===== config.mk =====
export PLATFORM = sky130hd
export DESIGN_NAME = vicc_response_subcarrier_encoder
export DESIGN_NICKNAME = d
export VERILOG_FILES = /design/src/vrse_pkg.sv /design/src/vrse_cfg_regs.sv /design/src/vrse_seg_gen.sv /design/src/vicc_response_subcarrier_encoder.sv
export VERILOG_INCLUDE_DIRS = /design/src /design/src/src
export SDC_FILE = /design/constraint.sdc
export NUM_CORES = 1
export LEC_CHECK = 0
export BUFFER_PORTS_ARGS = -buffer_cell sky130_fd_sc_hd__buf_2
export CORE_ASPECT_RATIO = 0.5
export CORE_MARGIN = 8
export CORE_UTILIZATION = 30
export DETAILED_ROUTE_END_ITERATION = 12
export PLACE_DENSITY = 0.56
export SETUP_SLACK_MARGIN = 0.4
export SLEW_MARGIN = 10
export SYNTH_ARGS = -nofsm -noshare
export SYNTH_HDL_FRONTEND = slang
export SYNTH_HIERARCHICAL = 1
export SYNTH_SLANG_ARGS = --single-unit

===== constraint.sdc =====
create_clock -name clk -period 4.8 [get_ports clk]
set_input_delay 0.48 -clock clk [delete_from_list [all_inputs] [get_ports clk]]
set_output_delay 0.48 -clock clk [all_outputs]
set_load 0.1 [all_outputs]

===== src/vicc_response_subcarrier_encoder_macros.svh =====
// Assertion helpers for the response subcarrier encoder.
// Each macro expects clk and rst_n in scope.
`ifndef VICC_RESPONSE_SUBCARRIER_ENCODER_MACROS_SVH
`define VICC_RESPONSE_SUBCARRIER_ENCODER_MACROS_SVH
`ifndef SYNTHESIS
// Check a condition that must hold in the same cycle.
`define VRSE_ASSERT_NOW(label, pre, post, msg) \
    label: assert property (@(posedge clk) disable iff (!rst_n) (pre) |-> (post)) \
        else $error(msg);
// Check a condition that must hold in the next cycle.
`define VRSE_ASSERT_NEXT(label, pre, post, msg) \
    label: assert property (@(posedge clk) disable iff (!rst_n) (pre) |=> (post)) \
        else $error(msg);
`else
`define VRSE_ASSERT_NOW(label, pre, post, msg)
`define VRSE_ASSERT_NEXT(label, pre, post, msg)
`endif
`endif


===== src/vrse_pkg.sv =====
package vrse_pkg;

    localparam int MODE_W    = 2;
    localparam int BYTE_W    = 8;
    localparam int KIND_W    = 2;
    localparam int SEG_LEN_W = 11;
    localparam int BASE_W    = 9;
    localparam int IDX_W     = 4;
    localparam int CFG_IDX_W = 2;

    // Input item codes
    localparam logic [MODE_W-1:0] MODE_DATA = 2'd0;
    localparam logic [MODE_W-1:0] MODE_SOF  = 2'd1;
    localparam logic [MODE_W-1:0] MODE_EOF  = 2'd2;

    // Segment kinds
    localparam logic [KIND_W-1:0] KIND_SILENCE = 2'd0;
    localparam logic [KIND_W-1:0] KIND_FC32    = 2'd1;
    localparam logic [KIND_W-1:0] KIND_FC28    = 2'd2;

    // Register indexes
    localparam logic [CFG_IDX_W-1:0] CFG_LOW_RATE        = 2'd0;
    localparam logic [CFG_IDX_W-1:0] CFG_SUBCARRIER_MODE = 2'd1;

    // Unstretched lengths
    localparam logic [BASE_W-1:0] LEN_SILENCE    = 9'd256;
    localparam logic [BASE_W-1:0] LEN_FC32_BIT   = 9'd16;
    localparam logic [BASE_W-1:0] LEN_FC28_BIT   = 9'd18;
    localparam logic [BASE_W-1:0] LEN_FC32_FRAME = 9'd48;
    localparam logic [BASE_W-1:0] LEN_FC28_FRAME = 9'd54;

    localparam logic [IDX_W-1:0] LAST_DATA_IDX = 4'd15;

    typedef struct packed {
        logic low_rate;
        logic subcarrier_mode;
    } cfg_t;

    typedef struct packed {
        logic                 valid;
        logic [KIND_W-1:0]    kind;
        logic [SEG_LEN_W-1:0] length;
        logic                 last;
    } seg_t;

endpackage


===== src/vrse_cfg_regs.sv =====
module vrse_cfg_regs (
    input  logic                           clk,
    input  logic                           rst_n,
    input  logic                           cfg_valid,
    output logic                           cfg_ready,
    input  logic [vrse_pkg::CFG_IDX_W-1:0] cfg_index,
    input  logic                           cfg_data,
    output vrse_pkg::cfg_t                 cfg
);
    import vrse_pkg::*;

    cfg_t cfg_reg;
    cfg_t cfg_next;

    assign cfg_ready = 1'b1;
    assign cfg       = cfg_reg;

    // Drop writes to unknown indexes.
    always_comb
    begin
        cfg_next = cfg_reg;
        if (cfg_valid)
        begin
            case (cfg_index)
                CFG_LOW_RATE:        cfg_next.low_rate        = cfg_data;
                CFG_SUBCARRIER_MODE: cfg_next.subcarrier_mode = cfg_data;
                default:             cfg_next = cfg_reg;
            endcase
        end
    end

    always_ff @(posedge clk or negedge rst_n)
    begin
        if (!rst_n)
        begin
            cfg_reg <= '0;
        end
        else
        begin
            cfg_reg <= cfg_next;
        end
    end

endmodule


===== src/vrse_seg_gen.sv =====
module vrse_seg_gen (
    input  vrse_pkg::cfg_t              cfg,
    input  logic [vrse_pkg::MODE_W-1:0] mode,
    input  logic [vrse_pkg::BYTE_W-1:0] data_byte,
    input  logic [vrse_pkg::IDX_W-1:0]  idx,
    output vrse_pkg::seg_t              seg
);
    import vrse_pkg::*;

    logic [KIND_W-1:0] kind;
    logic [BASE_W-1:0] base;
    logic              valid;
    logic              last;
    logic [KIND_W-1:0] other_kind;
    logic [BASE_W-1:0] other_base;
    logic              bit_val;

    // Half of a bit that is not the fc/32 burst.
    assign other_kind = cfg.subcarrier_mode ? KIND_FC28 : KIND_SILENCE;
    assign other_base = cfg.subcarrier_mode ? LEN_FC28_BIT : LEN_SILENCE;
    assign bit_val    = data_byte[idx[3:1]];

    always_comb
    begin
        valid = 1'b1;
        last  = 1'b0;
        kind  = KIND_FC32;
        base  = LEN_FC32_BIT;
        case (mode)
            MODE_DATA:
            begin
                // A one leads with the other half, a zero ends with it.
                if (bit_val ^ idx[0])
                begin
                    kind = other_kind;
                    base = other_base;
                end
                last = (idx == LAST_DATA_IDX);
            end
            MODE_SOF:
            begin
                if (cfg.subcarrier_mode)
                begin
                    case (idx[1:0])
                        2'd0:
                        begin
                            kind = KIND_FC28;
                            base = LEN_FC28_FRAME;
                        end
                        2'd1:
                        begin
                            kind = KIND_FC32;
                            base = LEN_FC32_FRAME;
                        end
                        2'd2:
                        begin
                            kind = KIND_FC28;
                            base = LEN_FC28_BIT;
                        end
                        default:
                        begin
                            kind = KIND_FC32;
                            base = LEN_FC32_BIT;
                            last = 1'b1;
                        end
                    endcase
                end
                else
                begin
                    case (idx[1:0])
                        2'd0:
                        begin
                            kind = KIND_FC32;
                            base = LEN_FC32_FRAME;
                        end
                        2'd1:
                        begin
                            kind = KIND_SILENCE;
                            base = LEN_SILENCE;
                        end
                        default:
                        begin
                            kind = KIND_FC32;
                            base = LEN_FC32_BIT;
                            last = 1'b1;
                        end
                    endcase
                end
            end
            MODE_EOF:
            begin
                case (idx[1:0])
                    2'd0:
                    begin
                        kind = KIND_FC32;
                        base = LEN_FC32_BIT;
                    end
                    2'd1:
                    begin
                        kind = other_kind;
                        base = other_base;
                    end
                    2'd2:
                    begin
                        kind = KIND_FC32;
                        base = LEN_FC32_FRAME;
                        last = !cfg.subcarrier_mode;
                    end
                    default:
                    begin
                        kind = KIND_FC28;
                        base = LEN_FC28_FRAME;
                        last = 1'b1;
                    end
                endcase
            end
            default:
            begin
                valid = 1'b0;
                last  = 1'b1;
            end
        endcase
    end

    // Stretch by four at the low data rate.
    always_comb
    begin
        seg.valid = valid;
        seg.kind  = kind;
        seg.last  = last;
        if (cfg.low_rate)
        begin
            seg.length = {base, 2'b00};
        end
        else
        begin
            seg.length = {2'b00, base};
        end
    end

endmodule


===== src/vicc_response_subcarrier_encoder.sv =====
// A request is held in the input register; each of its segments then passes through
// the output register. Throughput: one segment per cycle from the segment generator into
// the output register while it can take one: 16 segments per data byte, 3 (single) or 4
// (dual) per SOF or EOF; an undefined mode yields no segment and is dropped.
// Reset: rst_n asynchronous, active low; clears handshake state and both
// configuration registers to 0.
`include "vicc_response_subcarrier_encoder_macros.svh"

module vicc_response_subcarrier_encoder (
    input  logic                               clk,
    input  logic                               rst_n,
    // Configuration write channel
    input  logic                               cfg_valid,
    output logic                               cfg_ready,
    input  logic [vrse_pkg::CFG_IDX_W-1:0]     cfg_index,
    input  logic                               cfg_data,
    // Input request channel
    input  logic                               in_valid,
    output logic                               in_ready,
    input  logic [vrse_pkg::MODE_W-1:0]        mode,
    input  logic [vrse_pkg::BYTE_W-1:0]        data_byte,
    // Segment output channel
    output logic                               out_valid,
    input  logic                               out_ready,
    output logic [vrse_pkg::KIND_W-1:0]        segment_kind,
    output logic [vrse_pkg::SEG_LEN_W-1:0]     segment_length,
    output logic                               last_segment
);
    import vrse_pkg::*;

    cfg_t cfg;
    seg_t seg;

    // Input register: the request being expanded plus its segment index.
    logic              item_valid_reg;
    logic              item_valid_next;
    logic [MODE_W-1:0] mode_reg;
    logic [BYTE_W-1:0] byte_reg;
    logic [IDX_W-1:0]  idx_reg;
    logic [IDX_W-1:0]  idx_next;

    // Output register: one segment waiting for the consumer.
    logic                 out_valid_reg;
    logic                 out_valid_next;
    logic [KIND_W-1:0]    kind_reg;
    logic [SEG_LEN_W-1:0] length_reg;
    logic                 last_reg;

    logic in_accept;
    logic out_free;
    logic step;
    logic done;

    vrse_cfg_regs u_cfg (
        .clk       (clk),
        .rst_n     (rst_n),
        .cfg_valid (cfg_valid),
        .cfg_ready (cfg_ready),
        .cfg_index (cfg_index),
        .cfg_data  (cfg_data),
        .cfg       (cfg)
    );

    // Segment of the held request at the current index.
    vrse_seg_gen u_gen (
        .cfg       (cfg),
        .mode      (mode_reg),
        .data_byte (byte_reg),
        .idx       (idx_reg),
        .seg       (seg)
    );

    // Advance when the output register can take the segment; an undefined
    // mode has no segment and drops straight away.
    assign out_free  = !out_valid_reg || out_ready;
    assign step      = item_valid_reg && (!seg.valid || out_free);
    assign done      = step && (!seg.valid || seg.last);
    assign in_ready  = !item_valid_reg || done;
    assign in_accept = in_valid && in_ready;

    always_comb
    begin
        item_valid_next = item_valid_reg;
        idx_next        = idx_reg;
        if (in_accept)
        begin
            item_valid_next = 1'b1;
            idx_next        = '0;
        end
        else if (done)
        begin
            item_valid_next = 1'b0;
        end
        else if (step)
        begin
            idx_next = idx_reg + 4'd1;
        end
    end

    always_comb
    begin
        out_valid_next = out_valid_reg;
        if (step && seg.valid)
        begin
            out_valid_next = 1'b1;
        end
        else if (out_ready)
        begin
            out_valid_next = 1'b0;
        end
    end

    always_ff @(posedge clk or negedge rst_n)
    begin
        if (!rst_n)
        begin
            item_valid_reg <= 1'b0;
            idx_reg        <= '0;
            out_valid_reg  <= 1'b0;
        end
        else
        begin
            item_valid_reg <= item_valid_next;
            idx_reg        <= idx_next;
            out_valid_reg  <= out_valid_next;
        end
    end

    // Capture the request payload on acceptance.
    always_ff @(posedge clk)
    begin
        if (in_accept)
        begin
            mode_reg <= mode;
            byte_reg <= data_byte;
        end
    end

    // Load the next segment whenever the generator advances with one.
    always_ff @(posedge clk)
    begin
        if (step && seg.valid)
        begin
            kind_reg   <= seg.kind;
            length_reg <= seg.length;
            last_reg   <= seg.last;
        end
    end

    assign out_valid      = out_valid_reg;
    assign segment_kind   = kind_reg;
    assign segment_length = length_reg;
    assign last_segment   = last_reg;

    `VRSE_ASSERT_NOW(a_frame_idx_range, item_valid_reg && mode_reg != MODE_DATA, idx_reg <= 4'd3, "frame request index out of range")
    `VRSE_ASSERT_NEXT(a_accept_clears_idx, in_accept, item_valid_reg && idx_reg == 4'd0, "accepted request does not start at index zero")
    `VRSE_ASSERT_NEXT(a_step_advances, step && !done && !in_accept, item_valid_reg && idx_reg == $past(idx_reg) + 4'd1, "segment index did not advance")
    `VRSE_ASSERT_NOW(a_empty_drops, item_valid_reg && !seg.valid, in_ready, "request without segments was not dropped")

endmodule


==> parameters.txt, run 1 <==
Parameter                              Value

Placement
  Detailed-placement wirelength estimate ... 2280 um
  Gpl congestion ... about 0.81
  Pre-CTS worst setup slack ... roughly 2300 ps
  PortBufs ... 33

GRT
  Initial antenna violation count ... 0
  Global-route wire length before repair ... slightly below 5000 um
  Largest net degree at the start of global routing ... 17
  Global-route usage over all layers ... 0.0785
  Final global-route overflow total ... 0
  Vias in the first global route ... around 1000

Clock network
  Clock Pin Slew Worst Setup and Hold Paths ... approximately 70 ps
  TritonCTS Sinks ... 32
  Longest Clk Path Bufs ... 2
  Resized Gates After CTS ... 0
  Level count of the clock H-tree ... 2
  Count of hold buffers inserted by post-cts repair ... 0
  Clock insertion delay at the later pin of the skew report ... roughly 280 ps
  Clock Tree Root ... sky130_fd_sc_hd__clkbuf_8
  Clock tree from TritonCTS ... built
  Number of CTS-inserted buffers ... 5
  Buffers inserted by post-CTS timing repair ... 0

Power
  PnR Total Power ... between 1 and 1.5 mW
  Worst supply voltage drop on vdd ... roughly 0.17 mV
  Pwr/cell area ... 600 nW/um^2
  LEAKAGE ... 0.757 nW

Synthesis
  Dominant cells by area after synthesis ... sky130_fd_sc_hd__edfxtp_1, sky130_fd_sc_hd__dfrtp_1, sky130_fd_sc_hd__mux4_2, sky130_fd_sc_hd__buf_4, sky130_fd_sc_hd__a21oi_1
  Async set-or-reset flop fraction in the synthesized netlist ... 0.250
  Most used flip-flop cell after synthesis ... sky130_fd_sc_hd__edfxtp_1
  Cell taking the most area after synthesis ... sky130_fd_sc_hd__edfxtp_1
  Synth Warn # ... 6
  Synthesized netlist cell count ... 123
  Post-Syn Area per Cell ... about 13 um^2
  Number of flops mapped to enable cells by yosys ... 24
  Sequential cell area fraction in the yosys report ... 0.588
  Post-synthesis cell area ... 1570 um^2
  Area share of the leading cell type in the synthesized netlist ... 0.460
  Top-count cell post-synth ... sky130_fd_sc_hd__edfxtp_1
  Most frequent cells after synthesis ... sky130_fd_sc_hd__edfxtp_1, sky130_fd_sc_hd__dfrtp_1, sky130_fd_sc_hd__a21oi_1, sky130_fd_sc_hd__nand2_1, sky130_fd_sc_hd__nor2_1
  Flip-flop and latch count after synthesis ... 32
  Post-synth cell types ... between 40 and 50

Critical path
  Critical R2R Launch ... idx_reg[0]
  Nature of the critical path endpoint ... primary output
  Worst Path Required ... 4320 ps
  Setup CP Type ... flip-flop to primary output
  Setup slack of the worst register-to-register path ... between 2000 and 2500 ps
  Critical Path Fanout Max ... 16
  Depth of the worst register-to-register path ... 5
  Ordered cell list for the critical path ... nand2b_1, nand2_1, a22oi_1, a21oi_1, inv_1, buf_2
  WP data arrival ... between 2000 and 2500 ps
  Critical Path Slowest Stage Cell ... sky130_fd_sc_hd__dfrtp_1
  Worst reg2reg endpoint ... mode_reg[1]
  Element type at the critical path start ... flip-flop
  Delay of the slowest cell on the worst path ... approximately 630 ps

Timing
  Final hold viol count ... 0
  Slew HR ... 0.195
  Sum of negative setup slack ... 0 ps
  Setup repair after global routing missed its margin ... false
  Slew at the pin closest to its max-slew limit ... about 1200 ps
  Clock tree skew after final layout ... ~7 ps
  Number of setup violations in the final report ... 0
  Fin crit period ... between 2000 and 3000 ps
  Fmax ... about 370 MHz
  Portion of the clock cycle consumed by the worst path in the final layout ... 0.565
  Max-slew violations ... 0
  Setup slack of the critical path after layout ... between 2000 and 2500 ps

Drt
  Antenna-violating nets left ... 0
  Initial DRT Pass Iterations ... 4
  Residual DRC ... 0
  Drt total wl ... 2990 um
  Drt initial violations ... 44
  Count of vias placed by the detailed router ... approximately 1k
  Final routed wire length divided by cell count ... roughly 13 um
  Number of vias per cell ... about 4.5

Die
  Chip Width ... ~120 um
  IO Count ... 35
  Total die area ... a little under 8000 um^2
  Core Footprint ... 4980 um^2
  Count of standard-cell rows ... 18
  Die boundary height ... ~67 um
  Initial cell density of the core ... 0.315

Layout
  Total number of nets in the final design ... 174
  Final antenna diode count ... 0
  Share of cells above drive strength 1 ... 0.353
  Final standard cell utilization of the core ... 0.376
  Area added between synthesis and finish ... 19.3%
  Largest register FFs ... 11

Job
  MaxCap Viol Count ... 0

Min path
  Worst min-delay path class ... primary input to asynchronous set/reset pin

Outcome
  Outcome ... finished, final reports clean
how the worst max path moves through the flow:
stage                           from          end  slack, ps
after floorplan           idx_reg[0]     in_ready       2550
after global placement    idx_reg[0]  mode_reg[0]       2410
after detailed placement  idx_reg[0]  byte_reg[3]       2330
after CTS                 idx_reg[0]     in_ready       2080
after global routing      idx_reg[0]     in_ready       1920
final                     idx_reg[0]     in_ready       2090
stage by stage:
step                      hold slack (ps)  cell area [um^2]  std cells
final                                30.3              1870        226
after global routing                 36.4              1870        226
after CTS                            32.5              1870        226
after detailed placement              333              1760        218
after global placement                333              1760        218
after floorplan                       184              1570        124
area by class of cell:
| class | count | area [um^2] |
|---|---|---|
| repair buffers | 33 | 165 |
| flip-flops and latches | 32 | 921 |
| fillers | 505 | 3110 |
| clock inverters | 3 | 37.5 |
| inverters | 3 | 11.3 |
| clock buffers | 5 | 68.8 |
| well taps | 70 | 87.6 |
| multi-input cells | 80 | 578 |
report_power, final:
part / internal (mW) / switching [mW]
Combinational: 0.127 / 0.323
Sequential: 0.367 / 0.0607
Clock: 0.151 / 0.0932
cell usage in the layout, fill, tap and decap left out, types with 4 or more instances in the layout:
master                     synthesis  layout
sky130_fd_sc_hd__a21oi_1           7       7
sky130_fd_sc_hd__buf_2             0      33
sky130_fd_sc_hd__clkbuf_8          0       5
sky130_fd_sc_hd__dfrtp_1           8       8
sky130_fd_sc_hd__edfxtp_1         24      24
sky130_fd_sc_hd__nand2_1           7       7
sky130_fd_sc_hd__nand2b_1          4       4
sky130_fd_sc_hd__nor2_1            7       7
sky130_fd_sc_hd__nor3_1            5       5
sky130_fd_sc_hd__o21ai_0           4       4
kinds of logic (layout without fill, tap and decap cells):
logic type,Yosys count,count (layout),share of synthesized area
simple gates,46,46,0.174
flops,32,32,0.588
compound gates,21,21,0.0903
buf+inv,12,44,0.0455
mux,9,9,0.0895
other cells,2,3,0.00479
fa+ha+maj,1,1,0.00799
critical path, delay by kind of cell, from the launching register on:
family / cells / cell delay (ps)
AOI/OAI and AO/OA: 2 / 520
buffers and inverters: 2 / 500
DFF: 1 / 630
and+or+nand+nor: 2 / 300
per-layer routing:
layer | vias to the layer above | wire, um | track usage
li1 | 513 | - | -
met1 | 470 | 1480 | 0.0965
met2 | 24 | 1290 | 0.115
met3 | 4 | 172 | 0.0337
met4 | 0 | 44 | 0.0427
met5 | - | 0 | 0
Note: power is estimated with default switching activity, not from simulation.
==> run 2: changes to the inputs <==
==> constraint.sdc (replaced) <==
create_clock -name clk -period 2.8 [get_ports clk]
set_input_delay 0.28 -clock clk [delete_from_list [all_inputs] [get_ports clk]]
set_output_delay 0.28 -clock clk [all_outputs]
set_load 0.1 [all_outputs]
==> parameters.txt, run 2 (synthesis results as in run 1) <==
Parameter                              Value

Outcome
  Outcome ... finished, final reports clean

Die
  Chip Width ... between 100 and 150 um
  IO Count ... 35
  Core Footprint ... 4980 um^2
  Count of standard-cell rows ... 18
  Total die area ... about 8000 um^2
  Die boundary height ... about 67 um
  Initial cell density of the core ... 0.315

Clock network
  Buffers inserted by post-CTS timing repair ... 0
  Clock insertion delay at the later pin of the skew report ... roughly 280 ps
  Level count of the clock H-tree ... 2
  Clock Pin Slew Worst Setup and Hold Paths ... around 70 ps
  Number of CTS-inserted buffers ... 5
  Clock tree from TritonCTS ... built
  Longest Clk Path Bufs ... 2
  Clock Tree Root ... sky130_fd_sc_hd__clkbuf_8
  TritonCTS Sinks ... 32

Placement
  Gpl congestion ... just under 0.8
  PortBufs ... 33
  Detailed-placement wirelength estimate ... around 2200 um
  Area of placed instances ... ~1800 um^2

GRT
  Vias in the first global route ... 1016
  Largest net degree at the start of global routing ... 17
  Final global-route overflow total ... 0
  Initial antenna violation count ... 0
  Global-route usage over all layers ... 0.0797
  Global-route wire length before repair ... 4900 um

Critical path
  Worst path depth ... 6
  Depth of the worst register-to-register path ... 4
  Delay of the slowest cell on the worst path ... around 520 ps
  Element type at the critical path start ... flip-flop
  Ordered cell list for the critical path ... nor2_1, a22oi_1, buf_4, a21oi_1, inv_1, buf_4
  Critical Path Fanout Max ... 10
  Worst Path Required ... between 2000 and 3000 ps
  Critical Path Slowest Stage Cell ... sky130_fd_sc_hd__edfxtp_1
  Setup CP Type ... flip-flop to primary output
  Gate family responsible for the most delay along the worst path ... flip-flops
  Most repeated library cell on the critical path ... sky130_fd_sc_hd__buf_4
  WP data arrival ... roughly 1900 ps
  Nature of the critical path endpoint ... primary output
  Sum of buffers and inverters on the critical path ... 3

Layout
  Design area ... between 1500 and 2000 um^2
  Multi-input logic area ... 578 um^2
  Most common cell after layout, fill and taps aside ... sky130_fd_sc_hd__buf_2
  FF+latch area ... ~900 um^2
  Share of cells above drive strength 1 ... 0.381
  Largest register FFs ... 11
  Final antenna diode count ... 0
  Area added between synthesis and finish ... 22.0%
  Final standard cell utilization of the core ... 0.384
  Total number of nets in the final design ... about 180
  Most frequent cells in the layout ... sky130_fd_sc_hd__buf_2, sky130_fd_sc_hd__edfxtp_1
  Number of inserted filler cells in the final layout ... 488

Drt
  Number of vias per cell ... 4.49
  Final routed wire length divided by cell count ... roughly 13 um
  Initial DRT Pass Iterations ... 4
  Count of vias placed by the detailed router ... approximately 1.0k
  Residual DRC ... 0
  Drt initial violations ... 47
  Antenna-violating nets left ... 0
  Drt total wl ... a little under 3000 um

Timing
  Sum of negative setup slack ... 0 ps
  Fin crit period ... 2170 ps
  Final hold viol count ... 0
  Clock tree skew after final layout ... 3.89 ps
  Setup repair after global routing missed its margin ... false
  Fmax ... between 400 and 500 MHz
  Portion of the clock cycle consumed by the worst path in the final layout ... 0.775
  Max-slew violations ... 0
  Number of setup violations in the final report ... 0

Power
  Net switching power figure ... a little over 0.8 mW
  LEAKAGE ... about 0.78 nW
  Proportion of power drawn by flip-flops and latches ... 0.373
  Clock power share ... 0.223
  Pwr/cell area ... about 1000 nW/um^2
  Fraction of power spent switching nets ... 0.423
  Logic pwr share ... 0.404
  Internal power summed over all cells ... 1.13 mW
  Worst supply voltage drop on vdd ... between 0.3 and 0.4 mV

Min path
  Worst min-delay path class ... primary input to flip-flop
  Cell count of the worst hold path ... 1

Job
  MaxCap Viol Count ... 0
## run 2: changes by cell type in the layout (fill, tap and decap cells not counted)
| cell | delta |
|---|---|
| sky130_fd_sc_hd__dfrtp_2 | +1 |
| sky130_fd_sc_hd__clkinv_1 | -2 |
| sky130_fd_sc_hd__buf_4 | +4 |
| sky130_fd_sc_hd__dlygate4sd3_1 | +1 |
| sky130_fd_sc_hd__clkinv_2 | +1 |
| sky130_fd_sc_hd__buf_2 | -1 |
| sky130_fd_sc_hd__clkinvlp_4 | +1 |
| sky130_fd_sc_hd__dfrtp_1 | -1 |
## run 2: worst paths after layout
path | slack, ps | endpoint | start
max reg2reg | 710 | segment_length[6] | idx_reg[1]
min reg2reg | 580 | out_valid | out_valid
min | 170 | mode_reg[1] | mode[1]
max | 630 | in_ready | mode_reg[0]
min in group asynchronous | 390 | idx_reg[1] | rst_n
max in group asynchronous | 2230 | idx_reg[0] | rst_n
## run 2: area by class of cell
type / count / area share
flip-flops and latches: 32 / 0.483
multi-input cells: 80 / 0.303
inverters: 3 / 0.00589
repair buffers: 37 / 0.105
clock buffers: 5 / 0.0360
clock inverters: 3 / 0.0223
well taps: 70 / 0.0458
## run 2: timing repair
action,CTS,global route
hold buffers,1,0
resized for setup,1,1
setup endpoints to repair,1,1
gates cloned,0,0
endpoints found under the hold margin,8,0
## run 2: stage by stage
step | hold WS, ps | setup slack [ps] | power, mW | cells
after floorplan | -15.6 | 747 | 1.41 | 124
after global placement | 142 | 714 | 1.52 | 221
after detailed placement | 140 | 712 | 1.53 | 221
after CTS | 161 | 524 | 1.97 | 230
after global routing | 154 | 406 | 2.06 | 230
final | 172 | 629 | 1.95 | 230
## run 2: worst register-to-register path, stage by stage, from the launching register on
cell and delay [ps]:
sky130_fd_sc_hd__dfrtp_1 580, sky130_fd_sc_hd__mux4_2 550, sky130_fd_sc_hd__mux2_4 320, sky130_fd_sc_hd__mux2i_4 210, sky130_fd_sc_hd__o21a_1 190
## run 2: power groups by stage
| stage | Combinational (mW) | Clock, mW | Sequential [mW] |
|---|---|---|---|
| final | 0.787 | 0.435 | 0.727 |
| after global routing | 0.837 | 0.472 | 0.750 |
| after CTS | 0.793 | 0.448 | 0.729 |
| after detailed placement | 0.787 | 0 | 0.739 |
| after global placement | 0.781 | 0 | 0.736 |
| after floorplan | 0.395 | 0 | 1.01 |
## run 2: per-layer routing
metal  global-route usage  vias up  wire length, um
met5                    0        -                0
met4               0.0427        0               40
met3               0.0346        2              167
met2                0.123       27             1380
met1               0.0937      486             1390
li1                     -      518                -
